<file path="config.mk">
export PLATFORM = sky130hd
export DESIGN_NAME = rti_cross
export DESIGN_NICKNAME = d
export VERILOG_FILES = /design/src/design/rti_cross.sv
export SDC_FILE = /design/constraint.sdc
export NUM_CORES = 2
export LEC_CHECK = 0
export ABC_AREA = 1
export BUFFER_PORTS_ARGS = -buffer_cell sky130_fd_sc_hd__buf_2
export CELL_PAD_IN_SITES_DETAIL_PLACEMENT = 1
export CELL_PAD_IN_SITES_GLOBAL_PLACEMENT = 1
export CORE_ASPECT_RATIO = 0.8
export CORE_MARGIN = 4
export CORE_UTILIZATION = 36
export DETAILED_ROUTE_END_ITERATION = 10
export MAX_ROUTING_LAYER = met4
export PLACE_DENSITY = 0.69
export SETUP_SLACK_MARGIN = 0.02
export SYNTH_ARGS = -nofsm -noshare
export SYNTH_HDL_FRONTEND = slang
export SYNTH_SLANG_ARGS = --single-unit
</file>
<file path="constraint.sdc">
create_clock -name i_clk -period 8.4 [get_ports i_clk]
set_clock_uncertainty 0.05 [all_clocks]
set_input_delay 0.84 -clock i_clk [delete_from_list [all_inputs] [get_ports i_clk]]
set_output_delay 0.84 -clock i_clk [all_outputs]
set_load 0.005 [all_outputs]
</file>
<file path="src/design/rti_cross.sv">
// Two-stage pipelined cross product a x b of signed vectors.
// Stage one registers the six products, stage two the three differences.
module rti_cross #(
    parameter int AW = 16,
    parameter int BW = 17
) (
    input  logic                 i_clk,
    input  logic                 i_en,
    input  logic signed [AW-1:0] i_a [3],
    input  logic signed [BW-1:0] i_b [3],
    output logic signed [AW+BW:0] o_c [3]
);
    localparam int PW = AW + BW;

    logic signed [PW-1:0] n_prod [6];
    logic signed [PW-1:0] r_prod [6];
    logic signed [PW:0]   n_c [3];
    logic signed [PW:0]   r_c [3];

    always_comb begin
        n_prod[0] = i_a[1] * i_b[2];
        n_prod[1] = i_a[2] * i_b[1];
        n_prod[2] = i_a[2] * i_b[0];
        n_prod[3] = i_a[0] * i_b[2];
        n_prod[4] = i_a[0] * i_b[1];
        n_prod[5] = i_a[1] * i_b[0];
        n_c[0]    = (PW + 1)'(r_prod[0]) - (PW + 1)'(r_prod[1]);
        n_c[1]    = (PW + 1)'(r_prod[2]) - (PW + 1)'(r_prod[3]);
        n_c[2]    = (PW + 1)'(r_prod[4]) - (PW + 1)'(r_prod[5]);
    end

    always_ff @(posedge i_clk) begin
        if (i_en) begin
            r_prod <= n_prod;
            r_c    <= n_c;
        end
    end

    assign o_c = r_c;

endmodule

</file>
==> out/metrics.yaml <==
syn_avg_cell_area_sq_um: 7.65
fin_ws_ns: 1.71
r2r_end: "o_c[101]"
grt_usage_pct: 25.6
tns_ns: 0
post-route-util_pct: 38.9
maxSlewViolCount: 0
top_usage_layer: "met2"
cp-startpoint: "i_a[20]"
rsz0062_at_grt: "false"
ys_seq_elements: 300
firstDrtPassIters: 5
pre_cts_ws_ns: 1.06
multi_input_area_sq_mm: 0.0611
place.gp.congestion: 0.928
min_period_ns: 6.69
rrSetupSlack_ns: 5.72
drc: 0
num_rows: 158
critPathTopFamily: "adder cells"
portBuffers: 202
required_ns: 8.74
area_growth_pct: 7.32
final_common_cell: "inv_1"
ctsHoldBuffers: 0
final_cell_mix: "inv_1 (3349), nand2_1 (3124), fa_1 (1659), ha_1 (603), nor2_1 (424)"
drtAntennaViolNets: 0
critical_path_class: "in -> reg"
drive_gt1_share_pct: 4.26
critical_path_buf_inv_count: 7
clk_latency_ns: 0.70
endpoint: "r_prod[179]"
ctsHtreeMaxLevel: 2
setup_viol: 0
holdCritPathClass: "reg -> reg"
cts-resized-gates: 0
wirelength_um: 295000
synth.cell_area_sq_mm: 0.0840
initial_core_util_pct: 36.2
ios: 203
nets: 13400
reg2regPathDepth: 9
tightest_slew_ns: 1.22
startpoint_type: "input port"
cts-root-buf: "clkbuf_16"
via_per_inst: 4.85
seq_area_sq_mm: 0.00901
vias: 68700
clk_pin_slew_ns: 0.06
dp_hpwl_um: 251000
syn_nets: 13300
cts_made_buffers: 43
dieWidth_um: 548
grt_pass1_vias: 77300
worstReg2RegStart: "r_prod[160]"
die_h_um: 440
met3_usage_pct: 2.50
cpMostUsedCell: "fa_1"
grt_max_degree: 107
post-route-period-util_pct: 79.7
slew_headroom_pct: 19.0
hold_viol: 0
grt_util_met2_pct: 42.2
overflow: 0
drt_iter0_markers: 4111
stdcell_count: 14200
die_area_sq_mm: 0.241
cap_violations: 0
core_area_sq_mm: 0.232
clock_sinks: 300
endpoint_kind: "register"
cp.depth: 20
clock_path_buffers: 3
grt_use_met1_pct: 34.5
yosysSeqAreaShare_pct: 10.7
postCtsSetupRepairBufs: 0
clock.fmax_mhz: 149
cts_tree: "built"
grt_antenna_before_repair: 39
n_fill_cell: 28600
grt_pass1_wl_um: 461000
crit_path_max_fanout: 26
dpl.cell_count: 14100
wire_per_inst_um: 20.8
yosysWarningCount: 0
synth_cell_types: 37
cpMaxStageDelayCell: "buf_2"
worstPathCellList: "buf_2, buf_4, nand2_1, inv_1, fa_1, inv_1, fa_1, fa_1, inv_1, fa_1, fa_1, inv_1, fa_1, inv_1, ha_1, nand2_1, nor2_1, nand3_1, nand3_1, xor2_1"
synthCells: 11000
cpPeakStageDelay_ns: 0.76
crit_arrival_ns: 7.03
run_status: "finished, final reports clean"
## layout make-up
cell class                 instances  area share [%]
multi-input combinational       6982            67.8
tap                             3120            4.33
antenna                           12          0.0333
sequential                       300            9.99
clock inverter                    34           0.426
clock buffer                      45            1.20
timing repair buffer             329            2.26
inverter                        3354            14.0
## synthesized netlist by cell type
library cell / n / area, sq um
o21ai_2: 3 / 26.3
buf_1: 10 / 37.5
inv_1: 3349 / 12600
nor3_4: 2 / 32.5
xor2_1: 139 / 1220
inv_2: 3 / 11.3
o21a_1: 4 / 30.0
nor4_2: 1 / 12.5
xnor2_1: 34 / 298
nand2_1: 3124 / 11700
buf_2: 1 / 5.00
o21bai_1: 49 / 368
and2_1: 3 / 18.8
nor3_2: 16 / 160
nor3b_1: 1 / 7.51
ha_1: 603 / 7540
a21o_1: 9 / 67.6
nor3_1: 60 / 300
or2_2: 4 / 25.0
nand3_2: 3 / 30.0
or2_1: 6 / 37.5
nor4_1: 2 / 12.5
nor2_2: 7 / 43.8
edfxtp_1: 300 / 9010
clkbuf_1: 331 / 1240
nand2_2: 30 / 188
o21ai_1: 6 / 30.0
nand3_1: 270 / 1350
nand4_1: 101 / 632
o21ai_0: 116 / 581
a21oi_4: 1 / 16.3
nor2_1: 424 / 1590
a21oi_1: 284 / 1420
clkinv_1: 2 / 7.51
nand3b_1: 18 / 135
fa_1: 1659 / 33200
nor2_4: 3 / 33.8
## per-stage QoR
stage               hold slack, ns  cell area (sq um)
global route                 0.637              90200
CTS                          0.600              90200
global placement             0.593              88700
detailed placement           0.596              88700
floorplan                    0.570              84000
finish                       0.594              90200
## sequential cells by signal (all words and copies together), names as in the netlist
signal and count:
r_prod 198, o_c 102
## worst min-delay path by stage
stage	from	to	slack [ns]	cells past startpoint
floorplan	r_prod[0]	o_c[0]	0.57	2
finish	r_prod[0]	o_c[0]	0.59	2
global placement	r_prod[132]	o_c[68]	0.59	2
CTS	r_prod[0]	o_c[0]	0.60	2
global route	r_prod[0]	o_c[0]	0.64	2
detailed placement	r_prod[132]	o_c[68]	0.60	2
## cells by family (layout without fill, tap and decap cells)
group	after synthesis	count (layout)	synth area share, %
flip-flops	300	300	10.7
adder cells (fa/ha/maj)	2262	2262	48.5
XOR/XNOR	173	173	1.80
other	0	12	0
AND/OR/NAND/NOR	4075	4075	19.4
AO/OA/AOI/OAI	472	472	3.02
buffers and inverters	3696	3762	16.5
## worst register-to-register path: cells and delay by family (launching register included)
kind	cells	cell delay, ns
simple gates	7	1.34
fa+ha+maj	1	0.31
buf+inv	1	0.37
flops	1	0.36
## layer usage
metal | share of wire [%] | vias up
met5 | 0 | -
met4 | 2.2 | 0
met3 | 4.5 | 307
met2 | 47 | 1475
met1 | 46 | 35500
li1 | - | 31400
Power is not shown: default switching activity piles up to over one toggle a cycle in this logic, so the estimate is an artifact.
